File: src/sv/adcep_pkg.sv
// adcep_pkg: shared types, constants and helpers for the adc entropy pool
// used by adcep_ctrl, adcep_datapath and adc_entropy_pool; no dependencies
`timescale 1ns / 1ps

package adcep_pkg;

    // reset value of the refeed register and of the refeed counter
    localparam logic [7:0] REFEED_RESET = 8'd100;

    // item codes on the cmd field
    localparam logic CMD_SAMPLE = 1'b0;
    localparam logic CMD_READ   = 1'b1;

    // controller states
    typedef enum logic [1:0] {
        ST_IDLE,
        ST_MIX,
        ST_DONE
    } ctrl_state_t;

    // commands from controller to datapath
    typedef struct packed {
        logic load_sample;  // latch mix byte, restart sweep, step refeed counter
        logic start_read;   // read pool at read pointer, advance pointer
        logic mix_rd;       // read one pool entry of the mixing sweep
        logic load_out;     // move the finished result into the output register
    } ctl_cmd_t;

    // status from datapath to controller
    typedef struct packed {
        logic sweep_last;   // sweep points at the last pool entry
        logic out_free;     // output register can take a result this cycle
    } ctl_stat_t;

    // rotate a byte right by 0 to 7 bits
    function automatic logic [7:0] rotr8(input logic [7:0] v, input logic [2:0] n);
        logic [15:0] dbl;
        logic [15:0] sh;
        dbl = {v, v};
        sh  = dbl >> n;
        return sh[7:0];
    endfunction

endpackage

File: src/sv/adcep_ctrl.sv
// adcep_ctrl: sequencing state machine of the adc entropy pool
// depends on adcep_pkg for the state enum and the command/status structs
`timescale 1ns / 1ps

module adcep_ctrl
(
    input  logic                 clk,
    input  logic                 rst_n,
    input  logic                 in_valid,
    input  logic                 cmd,
    input  adcep_pkg::ctl_stat_t stat,
    output adcep_pkg::ctl_cmd_t  ctl,
    output logic                 in_stall
);

    adcep_pkg::ctrl_state_t state_reg;
    adcep_pkg::ctrl_state_t state_next;

    // state register
    always_ff @(posedge clk or negedge rst_n)
    begin
        if (!rst_n)
        begin
            state_reg <= adcep_pkg::ST_IDLE;
        end
        else
        begin
            state_reg <= state_next;
        end
    end

    // next state and commands
    always_comb
    begin
        state_next = state_reg;
        ctl        = '0;
        in_stall   = 1'b1;
        case (state_reg)
            adcep_pkg::ST_IDLE:
            begin
                in_stall = 1'b0;
                if (in_valid)
                begin
                    if (cmd == adcep_pkg::CMD_READ)
                    begin
                        ctl.start_read = 1'b1;
                        state_next     = adcep_pkg::ST_DONE;
                    end
                    else
                    begin
                        ctl.load_sample = 1'b1;
                        state_next      = adcep_pkg::ST_MIX;
                    end
                end
            end
            adcep_pkg::ST_MIX:
            begin
                ctl.mix_rd = 1'b1;
                if (stat.sweep_last)
                begin
                    state_next = adcep_pkg::ST_DONE;
                end
            end
            adcep_pkg::ST_DONE:
            begin
                if (stat.out_free)
                begin
                    ctl.load_out = 1'b1;
                    state_next   = adcep_pkg::ST_IDLE;
                end
            end
            default:
            begin
                state_next = adcep_pkg::ST_IDLE;
            end
        endcase
    end

endmodule

File: src/sv/adcep_datapath.sv
// adcep_datapath: pool memory, pointers, refeed counter and output register
// depends on adcep_pkg for the command/status structs and the rotate helper
`timescale 1ns / 1ps

module adcep_datapath
#(
    parameter int POOL_BYTES = 33
)
(
    input  logic                 clk,
    input  logic                 rst_n,
    input  adcep_pkg::ctl_cmd_t  ctl,
    output adcep_pkg::ctl_stat_t stat,
    input  logic [7:0]           sample_high,
    input  logic [7:0]           sample_low,
    input  logic                 cfg_write_en,
    input  logic [7:0]           cfg_write_data,
    input  logic                 out_stall,
    output logic                 out_valid,
    output logic [7:0]           random_out,
    output logic                 start_conversion
);

    localparam int IDX_W = (POOL_BYTES > 1) ? $clog2(POOL_BYTES) : 1;
    localparam logic [IDX_W-1:0] LAST_IDX = IDX_W'(POOL_BYTES - 1);
    localparam logic [IDX_W-1:0] HALF_IDX = IDX_W'(POOL_BYTES / 2);
    localparam logic [IDX_W:0]   WRAP_IDX = (IDX_W + 1)'(POOL_BYTES);

    // pool storage and per-entry valid bits (unwritten entries read as zero)
    logic [7:0]            pool_mem [POOL_BYTES];
    logic [POOL_BYTES-1:0] valid_reg;

    logic [7:0]       refeed_samples_reg;
    logic [7:0]       refeed_left_reg;
    logic [7:0]       refeed_left_next;
    logic [IDX_W-1:0] read_index_reg;
    logic [IDX_W-1:0] read_index_next;
    logic [IDX_W-1:0] sweep_reg;
    logic [IDX_W-1:0] sweep_next;
    logic [7:0]       mix_reg;
    logic             conv_reg;
    logic             conv_next;
    logic             is_read_reg;
    logic             wr_pend_reg;
    logic [IDX_W-1:0] wr_addr_reg;
    logic [7:0]       rd_data_reg;
    logic             rd_vld_reg;
    logic             out_valid_reg;
    logic [7:0]       random_out_reg;
    logic             start_conv_reg;

    logic [IDX_W-1:0] rd_addr;
    logic             rd_en;
    logic [7:0]       rd_eff;
    logic [IDX_W+2:0] wr_addr_ext;
    logic [2:0]       rot_amt;
    logic [7:0]       wr_data;
    logic [IDX_W:0]   idx_inc;
    logic [7:0]       left_dec;

    // memory port selection and read-modify-write data
    assign rd_en       = ctl.start_read | ctl.mix_rd;
    assign rd_addr     = ctl.start_read ? read_index_reg : sweep_reg;
    assign rd_eff      = rd_vld_reg ? rd_data_reg : 8'd0;
    assign wr_addr_ext = {3'b000, wr_addr_reg};
    assign rot_amt     = wr_addr_ext[2:0];
    assign wr_data     = rd_eff ^ adcep_pkg::rotr8(mix_reg, rot_amt);

    // pool memory: one write and one registered read per cycle
    always_ff @(posedge clk)
    begin
        if (wr_pend_reg)
        begin
            pool_mem[wr_addr_reg] <= wr_data;
        end
        if (rd_en)
        begin
            rd_data_reg <= pool_mem[rd_addr];
        end
    end

    // valid bits follow the memory port
    always_ff @(posedge clk or negedge rst_n)
    begin
        if (!rst_n)
        begin
            valid_reg  <= '0;
            rd_vld_reg <= 1'b0;
        end
        else
        begin
            if (wr_pend_reg)
            begin
                valid_reg[wr_addr_reg] <= 1'b1;
            end
            if (rd_en)
            begin
                rd_vld_reg <= valid_reg[rd_addr];
            end
        end
    end

    // pointer, sweep and refeed counter updates
    always_comb
    begin
        read_index_next  = read_index_reg;
        refeed_left_next = refeed_left_reg;
        sweep_next       = sweep_reg;
        conv_next        = conv_reg;
        idx_inc          = {1'b0, read_index_reg} + (IDX_W + 1)'(1);
        left_dec         = refeed_left_reg - 8'd1;

        if (ctl.load_sample)
        begin
            sweep_next       = '0;
            refeed_left_next = left_dec;
            conv_next        = (left_dec != 8'd0);
        end
        else if (ctl.mix_rd)
        begin
            if (sweep_reg != LAST_IDX)
            begin
                sweep_next = sweep_reg + IDX_W'(1);
            end
        end

        if (ctl.start_read)
        begin
            conv_next = 1'b0;
            if (idx_inc == WRAP_IDX)
            begin
                read_index_next  = '0;
                refeed_left_next = refeed_samples_reg;
                conv_next        = 1'b1;
            end
            else
            begin
                read_index_next = idx_inc[IDX_W-1:0];
            end
            if (read_index_next == HALF_IDX)
            begin
                refeed_left_next = refeed_samples_reg;
                conv_next        = 1'b1;
            end
        end
    end

    // control registers
    always_ff @(posedge clk or negedge rst_n)
    begin
        if (!rst_n)
        begin
            refeed_samples_reg <= adcep_pkg::REFEED_RESET;
            refeed_left_reg    <= adcep_pkg::REFEED_RESET;
            read_index_reg     <= '0;
            sweep_reg          <= '0;
            wr_pend_reg        <= 1'b0;
            conv_reg           <= 1'b0;
            is_read_reg        <= 1'b0;
            out_valid_reg      <= 1'b0;
        end
        else
        begin
            if (cfg_write_en)
            begin
                refeed_samples_reg <= cfg_write_data;
            end
            refeed_left_reg <= refeed_left_next;
            read_index_reg  <= read_index_next;
            sweep_reg       <= sweep_next;
            wr_pend_reg     <= ctl.mix_rd;
            conv_reg        <= conv_next;
            if (ctl.start_read)
            begin
                is_read_reg <= 1'b1;
            end
            else if (ctl.load_sample)
            begin
                is_read_reg <= 1'b0;
            end
            if (ctl.load_out)
            begin
                out_valid_reg <= 1'b1;
            end
            else if (!out_stall)
            begin
                out_valid_reg <= 1'b0;
            end
        end
    end

    // payload registers
    always_ff @(posedge clk)
    begin
        if (ctl.load_sample)
        begin
            mix_reg <= sample_high ^ sample_low;
        end
        wr_addr_reg <= sweep_reg;
        if (ctl.load_out)
        begin
            random_out_reg <= is_read_reg ? rd_eff : 8'd0;
            start_conv_reg <= conv_reg;
        end
    end

    // status and output beat
    assign stat.sweep_last = (sweep_reg == LAST_IDX);
    assign stat.out_free   = !out_valid_reg || !out_stall;
    assign out_valid        = out_valid_reg;
    assign random_out       = random_out_reg;
    assign start_conversion = start_conv_reg;

endmodule

File: src/sv/adc_entropy_pool.sv
// adc_entropy_pool: top level, joins the controller and the datapath
// depends on adcep_pkg, adcep_ctrl and adcep_datapath
`timescale 1ns / 1ps

// Entropy pool mixed from ADC samples, one item at a time. A sample beat (cmd 0)
// folds sample_high ^ sample_low into every pool byte, entry i rotated right by
// i mod 8, walking the pool memory one entry per cycle. A read beat (cmd 1)
// is served by a registered memory read. A result that waits on out_stall holds the
// block in its final state; the next beat is taken once that result has moved
// into the output register. The pool reads as zeros after reset through
// per-entry valid bits, so there is no clearing pass. cfg_write_en /
// cfg_write_data set refeed_samples; the user must write them only while the
// block is idle, and the block itself does not enforce it.

module adc_entropy_pool
#(
    parameter int POOL_BYTES = 33
)
(
    input  logic       clk,
    input  logic       rst_n,
    input  logic       in_valid,
    output logic       in_stall,
    input  logic       cmd,
    input  logic [7:0] sample_high,
    input  logic [7:0] sample_low,
    output logic       out_valid,
    input  logic       out_stall,
    output logic [7:0] random_out,
    output logic       start_conversion,
    input  logic       cfg_write_en,
    input  logic [7:0] cfg_write_data
);

    adcep_pkg::ctl_cmd_t  ctl;
    adcep_pkg::ctl_stat_t stat;

    // sequencing
    adcep_ctrl u_ctrl
    (
        .clk      (clk),
        .rst_n    (rst_n),
        .in_valid (in_valid),
        .cmd      (cmd),
        .stat     (stat),
        .ctl      (ctl),
        .in_stall (in_stall)
    );

    // pool and counters
    adcep_datapath
    #(
        .POOL_BYTES (POOL_BYTES)
    )
    u_datapath
    (
        .clk              (clk),
        .rst_n            (rst_n),
        .ctl              (ctl),
        .stat             (stat),
        .sample_high      (sample_high),
        .sample_low       (sample_low),
        .cfg_write_en     (cfg_write_en),
        .cfg_write_data   (cfg_write_data),
        .out_stall        (out_stall),
        .out_valid        (out_valid),
        .random_out       (random_out),
        .start_conversion (start_conversion)
    );

    // an accepted beat makes the block busy on the next cycle
    a_busy_after_accept: assert property (@(posedge clk) disable iff (!rst_n)
        (in_valid && !in_stall) |=> in_stall)
        else $error("input taken again without going busy");

    // sweep reads and pointer reads never share the memory port
    a_one_reader: assert property (@(posedge clk) disable iff (!rst_n)
        !(ctl.mix_rd && ctl.start_read))
        else $error("two reads on the pool port");

    // a result is only loaded when the output register can take it
    a_no_overwrite: assert property (@(posedge clk) disable iff (!rst_n)
        ctl.load_out |-> stat.out_free)
        else $error("result overwrote a waiting beat");

    // every loaded result shows up as a valid output beat
    a_load_shows: assert property (@(posedge clk) disable iff (!rst_n)
        ctl.load_out |=> out_valid)
        else $error("loaded result not presented");

endmodule
File: config.mk
export PLATFORM = sky130hd
export DESIGN_NAME = adc_entropy_pool
export DESIGN_NICKNAME = d
export VERILOG_FILES = /design/src/sv/adcep_pkg.sv /design/src/sv/adcep_ctrl.sv /design/src/sv/adcep_datapath.sv /design/src/sv/adc_entropy_pool.sv
export SDC_FILE = /design/constraint.sdc
export NUM_CORES = 1
export LEC_CHECK = 0
export ABC_AREA = 1
export BUFFER_PORTS_ARGS = -buffer_cell sky130_fd_sc_hd__buf_2
export CORE_ASPECT_RATIO = 1.25
export CORE_MARGIN = 4
export CORE_UTILIZATION = 60
export CTS_BUF_LIST = sky130_fd_sc_hd__clkbuf_4 sky130_fd_sc_hd__clkbuf_8
export DETAILED_ROUTE_END_ITERATION = 12
export PLACE_DENSITY = 0.84
export SYNTH_ARGS = -nofsm -noshare
export SYNTH_HDL_FRONTEND = slang
export SYNTH_SLANG_ARGS = --single-unit
export TNS_END_PERCENT = 50
File: constraint.sdc
create_clock -name clk -period 2.95 [get_ports clk]
set_clock_uncertainty 0.1 [all_clocks]
set_input_delay 0.59 -clock clk [delete_from_list [all_inputs] [get_ports clk]]
set_output_delay 0.59 -clock clk [all_outputs]
set_load 0.005 [all_outputs]
==> reports/results.tsv <==
stage	metric	value	unit
synth	yosysTopAreaCell	edfxtp_1	
sta	worst_pin_slew	0.880	ns
floorplanning	rows	65	
clock_tree	post_cts_buffers	0	
floorplanning	fp.dieW	152	um
synth	netlist_top_cells_count	nand2_1, edfxtp_1, nand3_1	
global_route	grt_pass1_vias	11700	
hold_path	worstHoldPathType	in -> async	
worst_setup_path	cp_common_cell	nand3_1	
synth	synth_top_area_frac	0.557	
finish	fin_nets	1558	
clock_tree	hold_buffers	0	
synth	synth_area	0.0156	mm2
floorplanning	start_util	0.612	
sta	relSlewSlack	0.414	
run_status	status	finished, final reports clean	
finish	num-fill-cells	1666	
worst_setup_path	worstPathRequired	3.30	ns
sta	min_period	2.69	ns
sta	clock.fmax	372	MHz
global_route	grt_max_degree	69	
worst_setup_path	crit_chain	nor2_4, nand2_2, buf_12, o21ai_4, buf_4, o211ai_1, o211ai_1, nand3_1, nand3_1, nand3_1, nand2_1	
clock_tree	htree_num_levels	2	
finish	final_area	0.0176	mm2
floorplanning	die_area	0.0286	mm2
global_route	overflow	0	
power	powerDensity	1060	mW/mm2
placement	portBuffers	40	
synth	synth_most_common_cell	nand2_1	
sta	rsz0062_at_grt	false	
job	cap_violations	0	
clock_tree	cts_resized	0	
sta	fin_tns_setup	0	ns
clock_tree	path_clk_slew	0.07	ns
sta	layout_setup_ws	0.264	ns
power	power_leakage	6.99	nW
synth	async_flop_share	0.187	
power	irDropWorstVdd	1.03	mV
placement	dp_slack	0.138	ns
placement	dp_hpwl	24800	um
clock_tree	clock_latency	0.58	ns
drt	drt-initial-drc-count	1470	
finish	drive_above_1_share	0.153	
placement	gp_congestion	0.892	
global_route	antenna_found_initial	0	
clock_tree	clkSinkCount	363	
floorplanning	io_pins	41	
worst_setup_path	cp-end-kind	flip-flop	
floorplanning	fp.dieH	188	um
drt	routed_wl	38700	um
global_route	gr-usage-all-layers	0.271	
synth	syn_inst	1426	
placement	placed_area	0.0166	mm2
sta	setup_viol	0	
synth	synth_edf_count	289	
synth	yosysUniqueCellTypes	37	
finish	fin_util	0.692	
drt	drc	0	
synth	synth-main-ff-cell	edfxtp_1	
sta	hold_viol	0	
finish	diodes	0	
finish	syn2layout_area_growth	12.9	%
drt	antenna_left	0	
global_route	grt_pass1_wl	61600	um
drt	wire_per_inst	20.4	um
worst_setup_path	arrival	3.03	ns
sta	maxSlewViolCount	0	
drt	via_per_inst	6.02	
power	power.total	0.0187	W
drt	drt_pre_antenna_iters	6	
clock_tree	clk_path_buf_depth	3	
synth	synth.avg_cell_area	10.9	um2
worst_setup_path	critPathMaxFanout	23	
floorplanning	core	0.0255	mm2
synth	synth_top_cells_by_area	edfxtp_1, dfrtp_1, nand2_1	
synth	yosysWarnings	0	
synth	synth_seq_cells	363	
worst_setup_path	crit_type	reg -> reg	
worst_setup_path	crit_path_max_incr_delay	0.42	ns
drt	num_vias	11400	
clock_tree	cts_buffers	52	
worst_setup_path	critPathLaunchType	flip-flop	
clock_tree	cts_tree	done	
clock_tree	clock-root-buffer	clkbuf_8	
sta	post-route-period-util	0.911	
worst_setup_path	cp_slowest_cell	dfrtp_1	
synth	ys_seq_area_frac	0.674	
synth	syn_nets	1462	
finish	largest_reg_flops	264	
per-stage QoR:
step | hold WS [ns] | cells
final | 0.112 | 1898
after floorplan | 0.194 | 1426
after global placement | 0.277 | 1803
after detailed placement | 0.278 | 1803
after global routing | 0.132 | 1898
after CTS | 0.109 | 1898
worst max-delay path, delay by kind of cell (launching register included):
family | cells | cell delay (ns)
buffers and inverters | 2 | 0.54
DFF | 1 | 0.42
and+or+nand+nor | 6 | 0.79
AOI/OAI and AO/OA | 3 | 0.70
routing by layer:
metal / up-vias / routed length (um) / GRT usage / share of wire
li1: 5112 / - / - / -
met4: 0 / 2790 / 0.177 / 0.072
met5: - / 0 / 0 / 0
met1: 5406 / 13200 / 0.312 / 0.34
met3: 187 / 3480 / 0.0482 / 0.090
met2: 717 / 19300 / 0.468 / 0.50
power by group:
| group | internal (W) | switching (W) | leakage [nW] | total [W] |
|---|---|---|---|---|
| Sequential | 0.00752 | 0.000308 | 3.38 | 0.00783 |
| Clock | 0.00199 | 0.00186 | 0.542 | 0.00385 |
| Combinational | 0.00190 | 0.00512 | 3.06 | 0.00702 |
| Total | 0.0114 | 0.00728 | 6.99 | 0.0187 |
worst paths after layout:
path | startpoint | endpoint | slack (ns) | cells past startpoint
setup / recovery | u_ctrl.state_reg[1] | u_datapath.rd_data_reg[6] | 0.26 | 11
hold / removal | rst_n | u_ctrl.state_reg[1] | 0.11 | 2
setup reg to reg | u_ctrl.state_reg[1] | u_datapath.rd_data_reg[6] | 0.26 | 11
hold reg to reg | u_datapath.sweep_reg[2] | u_datapath.wr_addr_reg[2] | 0.29 | 0
max in group asynchronous | rst_n | u_datapath.refeed_samples_reg[1] | 2.05 | 2
min in group clk | cfg_write_data[3] | u_datapath.refeed_samples_reg[3] | 0.13 | 3
placed cells by master, fill, tap and decap left out, types with 15 or more instances in the layout:
cell	count
buf_2	40
buf_4	66
clkbuf_4	16
clkbuf_8	54
clkinv_1	15
dfrtp_1	62
edfxtp_1	289
inv_1	135
nand2_1	320
nand3_1	155
nor2_1	83
o211ai_1	85
o21ai_0	104
xor2_1	17
layout make-up:
type                       count  area (um2)  area share
clock buffer                  70         863      0.0490
timing repair buffer         114         856      0.0486
multi-input combinational    849        4290       0.244
sequential                   363       10500       0.597
clock inverter                25         139     0.00789
inverter                     142         533      0.0303
tap                          335         419      0.0238
cells by family (layout without fill, tap and decap cells):
family          after synthesis  count (layout)  synth area share
simple gates                594             594             0.162
flops                       363             363             0.674
compound gates              221             221            0.0872
buf+inv                     214             351            0.0557
xor+xnor                     26              26            0.0146
fa+ha+maj                     6               6           0.00482
mux                           2               2           0.00144
Note: power is estimated with default switching activity, not from simulation.
